[config.mk]
export PLATFORM = sky130hd
export DESIGN_NAME = yaw_frame_parser
export DESIGN_NICKNAME = d
export VERILOG_FILES = /design/src/rtl/yfp_pkg.sv /design/src/rtl/yfp_sync.sv /design/src/rtl/yaw_frame_parser.sv
export VERILOG_INCLUDE_DIRS = /design/src /design/src/rtl
export SDC_FILE = /design/constraint.sdc
export NUM_CORES = 1
export LEC_CHECK = 0
export BUFFER_PORTS_ARGS = -buffer_cell sky130_fd_sc_hd__buf_2
export CAP_MARGIN = 20
export CORE_ASPECT_RATIO = 0.9
export CORE_MARGIN = 2
export CORE_UTILIZATION = 31
export CTS_CLUSTER_SIZE = 24
export DETAILED_ROUTE_END_ITERATION = 7
export GPL_ROUTABILITY_DRIVEN = 0
export PLACE_DENSITY_LB_ADDON = 0.12
export SYNTH_ARGS = -nofsm -noshare
export SYNTH_HDL_FRONTEND = slang
export SYNTH_HIERARCHICAL = 1
export SYNTH_SLANG_ARGS = --single-unit
[constraint.sdc]
create_clock -name clk -period 6.2 [get_ports clk]
set_input_delay 1.55 -clock clk [delete_from_list [all_inputs] [get_ports clk]]
set_output_delay 1.55 -clock clk [all_outputs]
set_load 0.005 [all_outputs]
[src/rtl/yaw_frame_parser_macros.svh]
// Assertion macros for the files that check their own logic; yaw_frame_parser.sv uses them.
`ifndef YAW_FRAME_PARSER_MACROS_SVH
`define YAW_FRAME_PARSER_MACROS_SVH

// Same-cycle implication, disabled while reset is asserted.
`define YFP_ASSERT_IMP(label, clk, rst_n, ante, cons) \
  label: assert property (@(posedge clk) disable iff (!(rst_n)) (ante) |-> (cons)) \
    else $error("yaw_frame_parser: same-cycle check failed");

// Next-cycle implication, disabled while reset is asserted.
`define YFP_ASSERT_NXT(label, clk, rst_n, ante, cons) \
  label: assert property (@(posedge clk) disable iff (!(rst_n)) (ante) |=> (cons)) \
    else $error("yaw_frame_parser: next-cycle check failed");

`endif

[src/rtl/yfp_pkg.sv]
package yfp_pkg;

  localparam logic [7:0] HDR_BYTE      = 8'h55;
  localparam logic [7:0] TYPE_BYTE     = 8'h53;
  localparam logic [3:0] FIRST_BODY    = 4'd2;
  localparam logic [3:0] YAW_LO_IDX    = 4'd6;
  localparam logic [3:0] YAW_HI_IDX    = 4'd7;
  localparam logic [3:0] CHECKSUM_IDX  = 4'd10;

  typedef enum logic [1:0] {
    SYNC_HUNT    = 2'd0,
    SYNC_TYPE    = 2'd1,
    SYNC_COLLECT = 2'd2
  } sync_state_t;

  typedef struct packed {
    logic        done;
    logic [15:0] raw_u;
  } frame_evt_t;

endpackage

[src/rtl/yfp_sync.sv]
module yfp_sync (
  input  logic              clk,
  input  logic              rst_n,
  input  logic              byte_vld,
  input  logic [7:0]        rx_byte,
  output yfp_pkg::frame_evt_t evt
);

  yfp_pkg::sync_state_t state_r, state_nxt;
  logic [3:0] cnt_r, cnt_nxt;
  logic [7:0] sum_r, sum_nxt;
  logic [7:0] lo_r, lo_nxt;
  logic [7:0] hi_r, hi_nxt;
  logic       done;

  always_ff @(posedge clk) begin
    if (!rst_n) begin
      state_r <= yfp_pkg::SYNC_HUNT;
      cnt_r   <= '0;
      sum_r   <= '0;
      lo_r    <= '0;
      hi_r    <= '0;
    end else if (byte_vld) begin
      state_r <= state_nxt;
      cnt_r   <= cnt_nxt;
      sum_r   <= sum_nxt;
      lo_r    <= lo_nxt;
      hi_r    <= hi_nxt;
    end
  end

  always_comb begin
    state_nxt = state_r;
    cnt_nxt   = cnt_r;
    sum_nxt   = sum_r;
    lo_nxt    = lo_r;
    hi_nxt    = hi_r;
    done      = 1'b0;
    case (state_r)
      yfp_pkg::SYNC_TYPE: begin
        if (rx_byte == yfp_pkg::TYPE_BYTE) begin
          sum_nxt   = sum_r + rx_byte;
          cnt_nxt   = yfp_pkg::FIRST_BODY;
          state_nxt = yfp_pkg::SYNC_COLLECT;
        end
      end
      yfp_pkg::SYNC_COLLECT: begin
        if (cnt_r < yfp_pkg::CHECKSUM_IDX) begin
          if (cnt_r == yfp_pkg::YAW_LO_IDX) lo_nxt = rx_byte;
          if (cnt_r == yfp_pkg::YAW_HI_IDX) hi_nxt = rx_byte;
          sum_nxt = sum_r + rx_byte;
          cnt_nxt = cnt_r + 4'd1;
        end else begin
          done      = (sum_r == rx_byte);
          state_nxt = yfp_pkg::SYNC_HUNT;
          cnt_nxt   = '0;
          sum_nxt   = '0;
        end
      end
      default: begin
        if (rx_byte == yfp_pkg::HDR_BYTE) begin
          sum_nxt   = rx_byte;
          cnt_nxt   = 4'd1;
          state_nxt = yfp_pkg::SYNC_TYPE;
        end else begin
          state_nxt = yfp_pkg::SYNC_HUNT;
          cnt_nxt   = '0;
          sum_nxt   = '0;
        end
      end
    endcase
  end

  assign evt = '{done: byte_vld && done, raw_u: {hi_r, lo_r}};

endmodule

[src/rtl/yaw_frame_parser.sv]
// One byte per cycle is accepted while the result side keeps up.
// A result becomes valid after the checksum byte is accepted: the
// byte sits in the input register until the result side is free,
// and the result register loads when that byte is processed.
// Synchronous active-low reset returns the parser to header hunt and
// clears the reference yaw, its taken flag and both valid flags.
`include "yaw_frame_parser_macros.svh"

module yaw_frame_parser (
  input  logic        clk,
  input  logic        rst_n,
  input  logic        in_tvalid,
  output logic        in_tready,
  input  logic [7:0]  in_tdata,   // [7:0] rx_byte
  output logic        out_tvalid,
  input  logic        out_tready,
  output logic [39:0] out_tdata,  // [15:0] yaw_raw, [32:16] world_yaw, [39:33] zero
  output logic        out_tuser   // [0] reference_set_now
);

  logic        in_vld_r, in_vld_nxt;
  logic [7:0]  in_byte_r;
  logic        proc_go;
  yfp_pkg::frame_evt_t evt;

  logic [15:0] ref_r;
  logic        ref_taken_r;
  logic [15:0] ref_use;
  logic signed [17:0] diff;
  logic signed [17:0] wrapped;

  logic               out_vld_r, out_vld_nxt;
  logic [15:0]        yaw_raw_r;
  logic signed [16:0] world_yaw_r;
  logic               set_now_r;
  logic               world_ok;

  assign proc_go   = in_vld_r && (!out_vld_r || out_tready);
  assign in_tready = !in_vld_r || proc_go;

  always_comb begin
    in_vld_nxt = in_vld_r && !proc_go;
    if (in_tvalid && in_tready) in_vld_nxt = 1'b1;
  end

  always_ff @(posedge clk) begin
    if (!rst_n) begin
      in_vld_r <= 1'b0;
    end else begin
      in_vld_r <= in_vld_nxt;
    end
  end

  always_ff @(posedge clk) begin
    if (in_tvalid && in_tready) begin
      in_byte_r <= in_tdata;
    end
  end

  yfp_sync u_sync (
    .clk      (clk),
    .rst_n    (rst_n),
    .byte_vld (proc_go),
    .rx_byte  (in_byte_r),
    .evt      (evt)
  );

  assign ref_use = ref_taken_r ? ref_r : evt.raw_u;
  assign diff    = {{2{evt.raw_u[15]}}, evt.raw_u} - {{2{ref_use[15]}}, ref_use};

  always_comb begin
    wrapped = diff;
    if (diff > 18'sd32768) begin
      wrapped = diff - 18'sd65536;
    end else if (diff < -18'sd32768) begin
      wrapped = diff + 18'sd65536;
    end
  end

  always_ff @(posedge clk) begin
    if (!rst_n) begin
      ref_r       <= '0;
      ref_taken_r <= 1'b0;
    end else if (evt.done && !ref_taken_r) begin
      ref_r       <= evt.raw_u;
      ref_taken_r <= 1'b1;
    end
  end

  always_comb begin
    out_vld_nxt = out_vld_r && !out_tready;
    if (evt.done) out_vld_nxt = 1'b1;
  end

  always_ff @(posedge clk) begin
    if (!rst_n) begin
      out_vld_r <= 1'b0;
    end else begin
      out_vld_r <= out_vld_nxt;
    end
  end

  always_ff @(posedge clk) begin
    if (evt.done) begin
      yaw_raw_r   <= evt.raw_u;
      world_yaw_r <= wrapped[16:0];
      set_now_r   <= !ref_taken_r;
    end
  end

  assign out_tvalid = out_vld_r;
  assign out_tdata  = {7'd0, world_yaw_r, yaw_raw_r};
  assign out_tuser  = set_now_r;

  assign world_ok = (world_yaw_r <= 17'sd32768) && (world_yaw_r >= -17'sd32768);

  `YFP_ASSERT_IMP(a_set_now_zero, clk, rst_n, out_vld_r && set_now_r, world_yaw_r == 17'sd0)
  `YFP_ASSERT_IMP(a_world_range, clk, rst_n, out_vld_r, world_ok)
  `YFP_ASSERT_NXT(a_ref_sticky, clk, rst_n, ref_taken_r, ref_taken_r && $stable(ref_r))
  `YFP_ASSERT_NXT(a_done_loads, clk, rst_n, evt.done, out_vld_r)

endmodule
==> flow_summary.toml, run 1 <==
[placement]
post-place-ws_ns = 2.02
hpwlAfterDp_um = 8030
dp_cells = 690
place_area_mm2 = 0.00509
portBuffers = 47

[clock_tree]
cts_buffer_depth = 2
root_buffer = "clkbuf_16"
cts_hold_buffers = 0
cts_buffers = 9
cts_sinks = 91
cts_resized = 0
cts_tree = "yes"
ctsHtreeMaxLevel = 3
path_clk_slew_ns = 0.07
clock_latency_ns = 0.35
post-cts-setup-buffers = 0

[routing]
vias_per_cell = 4.91
drc_errors = 0
drtIter0Drc = 211
ant_nets = 0
via_count = 3470
post_drt_wl_per_cell_um = 15.8
wirelength_um = 11200
first_pass_iters = 5

[yosys]
synth.top_cell.area_share_pct = 27.0
yosys_most_used_dff = "dfxtp_1"
synth_most_common_cell = "nand2_1"
synth-seq-cells = 91
synth_commonest_cells = "67 x nand2_1, 49 x dfxtp_1, 42 x edfxtp_1"
synth_top_area_cell = "edfxtp_1"
ys_async_sr_fraction_pct = 0
synthTopCellsByArea = "edfxtp_1 27%, dfxtp_1 21%, ha_1 7.8%"
netlist_instances = 457
avgSynthCellArea_um2 = 10.2
syn_area_mm2 = 0.00466
netlist-cell-type-count = 59
ys_seq_area_share_pct = 48.1
synth_edf_count = 42
synth_warnings = 6

[layout]
syn2layout_area_growth_pct = 16.5
final_cell_area_mm2 = 0.00544
diodes = 0
final_layout_size_suffix_gt1_share_pct = 15.3
fin_cells = 707
final_nets = 547

[timing]
fin_crit_sh_pct = 65.5
setup_violations = 0
tightest_slew_ns = 1.07
relSlewSlack_pct = 28.9
finalCriticalPeriod_ns = 4.06
max_freq_mhz = 246
skew_ns = 0.00603
rsz0062_at_grt = "false"
tns_ns = 0
worst_slack_ns = 2.14
drv_slew = 0
hold_viol_final = 0

[pwr]
pwr-share-seq_pct = 47.7
pwr_density_cell_mw_per_mm2 = 248
intPower_mw = 1.05
pwr-share-clk_pct = 47.0
p_switching_mw = 0.294
ir_worst_vdd_mv = 0.134
p_leak_nw = 1.91
combPwrFrac_pct = 5.2
switching_share_pct = 21.8

[floorplan]
boundaryPins = 55
rows = 42
fp.dieW_um = 133
fp.dieH_um = 120
initial_utilization_pct = 31.7
core-area_mm2 = 0.0147
fp.dieArea_mm2 = 0.0160

[worst_setup_path]
cp_num_buf_inv = 1
crit_path_top_delay_cell = "dfxtp_1"
cp-end-kind = "register"
slowest_delay_ns = 1.02
startpoint = "ref_taken_r$_SDFFE_PN0P_"
reg2reg_from = "ref_taken_r$_SDFFE_PN0P_"
critPathKind = "reg2reg"
cp.required_ns = 6.30
worstSetupStartpointType = "register"
arrival_ns = 4.16
worstPathCellList = "nand2_1, o21ai_0, ha_1, inv_1, fa_1, a211oi_1, o21bai_1, a21oi_2, o21bai_1, a21o_2, xor2_1, a2111o_1, o41a_1"
critPathMostFrequentCell = "o21bai_1"
critPathTopFamily = "compound AO/OA/AOI/OAI gates"
cp_max_fo = 20

[min_path]
hold_path_class = "reg2reg"
worstHoldStart = "ref_r[8]$_SDFFE_PN0P_"

[grt]
grt_max_degree = 39
track_usage_pct = 14.8
antenna_found_initial = 0
grt_overflow = 0
grt_pass1_vias = 3410
grt_pass1_wl_um = 18400

[job]
drv_cap = 0

[outcome]
status = "complete, no violations"
==> layer usage <==
metal	part of all wire [%]	wire length [µm]	vias to the layer above	global-route usage [%]
met5	0	0	-	0
met1	53	5890	1633	21.8
met2	41	4590	79	21.3
li1	-	-	1743	-
met4	1.6	178	0	5.19
met3	4.6	518	15	3.23
==> final timing paths <==
check                                   end  slack [ns]  depth (start not counted)
hold reg to reg       ref_r[8]$_SDFFE_PN0P_        0.47                          2
hold / removal        ref_r[8]$_SDFFE_PN0P_        0.47                          2
setup / recovery  world_yaw_r[16]$_DFFE_PP_        2.14                         13
setup reg to reg  world_yaw_r[16]$_DFFE_PP_        2.14                         13
==> metrics by stage <==
stage	total power, mW	util [%]	hold slack, ns
after floorplan	0.707	-	0.436
after global placement	0.726	34.5	0.445
after detailed placement	0.727	34.6	0.461
after CTS	1.36	36.9	0.469
after global routing	1.39	36.9	0.491
final	1.35	36.9	0.467
==> layout make-up <==
class / count / area, µm²
Timing Repair Buffer: 50 / 258
Fill cell: 1487 / 9280
Clock inverter: 7 / 116
Clock buffer: 9 / 225
Tap cell: 198 / 248
Sequential cell: 91 / 2240
Multi-Input combinational cell: 334 / 2280
Inverter: 18 / 67.6
==> sequential cells by signal (all words and copies together), names as in the netlist <==
signal / flops
world_yaw_r: 17
ref_r: 16
yaw_raw_r: 16
in_byte_r: 8
u_sync/hi_r: 8
u_sync/lo_r: 8
u_sync/sum_r: 8
u_sync/cnt_r: 4
u_sync/state_r: 2
in_vld_r: 1
out_tuser: 1
out_tvalid: 1
ref_taken_r: 1
==> power by group through the flow <==
stage	clock network [mW]	registers (mW)	logic [mW]
floorplan	0	0.651	0.0554
global placement	0	0.657	0.0689
detailed placement	0	0.657	0.0701
CTS	0.649	0.644	0.0702
global route	0.670	0.645	0.0786
finish	0.634	0.644	0.0704
==> cell usage in the layout, fill, tap and decap left out, types with 8 or more instances in the layout <==
master	n
buf_2	47
a21oi_1	35
xnor2_1	8
ha_1	29
a21boi_0	16
nor2b_1	10
nand3_1	20
dfxtp_1	49
o21ai_0	11
edfxtp_1	42
mux2i_1	16
nor3_1	10
clkbuf_16	9
nand2_1	67
nor2_1	21
inv_1	18
==> worst min-delay path, cell delays in order (launching register included) <==
cell      delay (ns)
dfxtp_1         0.31
nand2_1         0.05
a21boi_0        0.06
==> logic make-up (layout without fill, tap and decap cells) <==
kind of cell / Yosys count / after routing / share of synthesized area (%)
AO/OA/AOI/OAI: 118 / 118 / 18.8
XOR/XNOR: 15 / 15 / 2.82
adder cells (fa/ha/maj): 31 / 31 / 8.64
buffers and inverters: 38 / 84 / 3.67
flip-flops: 91 / 91 / 48.1
multiplexers: 16 / 16 / 3.43
other: 1 / 7 / 0.0804
AND/OR/NAND/NOR: 147 / 147 / 14.5
Power figures use the tool's default switching activity.
==> run 2, diff against run 1 <==
==> constraint.sdc (replaced) <==
create_clock -name clk -period 4.2 [get_ports clk]
set_input_delay 1.05 -clock clk [delete_from_list [all_inputs] [get_ports clk]]
set_output_delay 1.05 -clock clk [all_outputs]
set_load 0.005 [all_outputs]
==> run 2 against run 1 <==
  * Fmax increased by 16%
  * Via count decreased by 0.95%
  * Global-route usage decreased by 0.30 points
  * Cell count increased by 0.42%
  * Critical endpoint unchanged
  * Largest cell class unchanged
==> flow_summary.toml, run 2 (synthesis results as in run 1) <==
[clock_tree]
root_buffer = "clkbuf_16"
cts_hold_buffers = 0
cts_buffers = 9
path_clk_slew_ns = 0.07
cts_tree = "yes"
cts_resized = 0
ctsHtreeMaxLevel = 3
cts_buffer_depth = 2
cts_sinks = 91
post-cts-setup-buffers = 0
clock_latency_ns = 0.35

[timing]
drv_slew = 0
fin_crit_sh_pct = 83.4
max_freq_mhz = 286
tns_ns = 0
tightest_slew_ns = 0.847
rsz0062_at_grt = "false"
holdWs_ns = 0.462
skew_ns = 0.00912
finalCriticalPeriod_ns = 3.50
setup_violations = 0
relSlewSlack_pct = 43.5
hold_viol_final = 0
worst_slack_ns = 0.698

[pwr]
ir_worst_vdd_mv = 0.208
power.total_mw = 1.81
p_leak_nw = 1.90
pwr_density_cell_mw_per_mm2 = 336

[floorplan]
initial_utilization_pct = 31.7
fp.dieH_um = 120
fp.dieW_um = 133
fp.dieArea_mm2 = 0.0160
core-area_mm2 = 0.0147
rows = 42
boundaryPins = 55

[grt]
antenna_found_initial = 0
grt_pass1_vias = 3287
grt_pass1_wl_um = 17800
track_usage_pct = 14.5
grt_max_degree = 28
grt_overflow = 0

[layout]
diodes = 0
finish.utilization_pct = 36.6
final_layout_size_suffix_gt1_share_pct = 15.6
layout_commonest_cell = "nand2_1"
largest_reg_flops = 17
layout_common_cells = "67 x nand2_1, 49 x dfxtp_1, 47 x buf_2, 42 x edfxtp_1, 35 x a21oi_1"
final_nets = 550
top_regs = "world_yaw_r: 17 flops, ref_r: 16 flops, yaw_raw_r: 16 flops"
nFillCells = 1493
syn2layout_area_growth_pct = 15.6
largest_register = "world_yaw_r"

[worst_setup_path]
crit_path_top_delay_cell = "dfxtp_1"
rr_endpoint = "world_yaw_r[16]$_DFFE_PP_"
cp_num_buf_inv = 1
r2r_slack_ns = 0.70
slowest_delay_ns = 0.62
critPathMostFrequentCell = "o21bai_1"
critPathKind = "reg2reg"
ff2ff_path_depth = 13
reg2reg_from = "ref_taken_r$_SDFFE_PN0P_"
critPathTopFamily = "compound AO/OA/AOI/OAI gates"
cp_max_fo = 11
worstSetupStartpointType = "register"
cp-end-kind = "register"
arrival_ns = 3.59
cp.required_ns = 4.29
worstPathCellList = "nand2_1, o21ai_0, ha_1, inv_1, fa_1, a211oi_1, o21bai_1, a21oi_2, o21bai_1, a21o_2, xor2_1, a2111o_1, o41a_1"

[routing]
vias_per_cell = 4.84
drc_errors = 0
via_count = 3437
drtIter0Drc = 252
ant_nets = 0
first_pass_iters = 4
post_drt_wl_per_cell_um = 15.9
wirelength_um = 11300

[min_path]
hold_path_class = "reg2reg"
min_delay_path_depth = 2
whs_endpoint = "u_sync/sum_r[5]$_SDFFE_PN0P_"
worstHoldStart = "u_sync/sum_r[5]$_SDFFE_PN0P_"

[placement]
portBuffers = 47
post-place-ws_ns = 0.712
hpwlAfterDp_um = 8240

[outcome]
status = "complete, no violations"

[job]
drv_cap = 0
-- run 2: worst max path at each step --
stage | depth (start not counted) | to | from
after floorplan | 9 | ref_r[10]$_SDFFE_PN0P_ | out_tready
final | 13 | world_yaw_r[16]$_DFFE_PP_ | ref_taken_r$_SDFFE_PN0P_
after CTS | 13 | world_yaw_r[16]$_DFFE_PP_ | ref_taken_r$_SDFFE_PN0P_
after global routing | 13 | world_yaw_r[16]$_DFFE_PP_ | ref_taken_r$_SDFFE_PN0P_
after detailed placement | 13 | world_yaw_r[16]$_DFFE_PP_ | ref_taken_r$_SDFFE_PN0P_
after global placement | 13 | world_yaw_r[16]$_DFFE_PP_ | ref_taken_r$_SDFFE_PN0P_
-- run 2: area by class of cell --
cell class,instances,area (µm²),area share [%]
clock buffers,10,229,4.25
clock inverters,6,41.3,0.766
inverters,18,67.6,1.25
multi-input cells,334,2280,42.4
flip-flops and latches,91,2240,41.6
well taps,198,248,4.59
repair buffers,53,280,5.20
-- run 2: per-stage QoR --
step	area, µm²	cells
floorplan	4690	463
global placement	5120	694
detailed placement	5120	694
CTS	5390	710
global route	5390	710
finish	5390	710
-- run 2: tightest hold or removal path: stages, from the launching register on --
cell and delay, ns:
dfxtp_1 0.31, nand2_1 0.05, a21oi_1 0.05
-- run 2: where the power goes --
group          total (mW)  leakage (nW)  internal [mW]  switching, mW
Combinational       0.104          1.05         0.0425         0.0616
Sequential          0.950         0.712          0.933         0.0167
Clock               0.756         0.132          0.402          0.354
Total                1.81          1.90           1.38          0.432
-- run 2: layer usage --
layer  up-vias  GRT usage, %  wire, µm  part of all wire, %
met4         0          5.25       187                  1.7
met1      1612          21.2      6000                   53
met5         -             0         0                    0
met2        64          20.6      4630                   41
met3        16          3.77       442                  3.9
li1       1745             -         -                    -
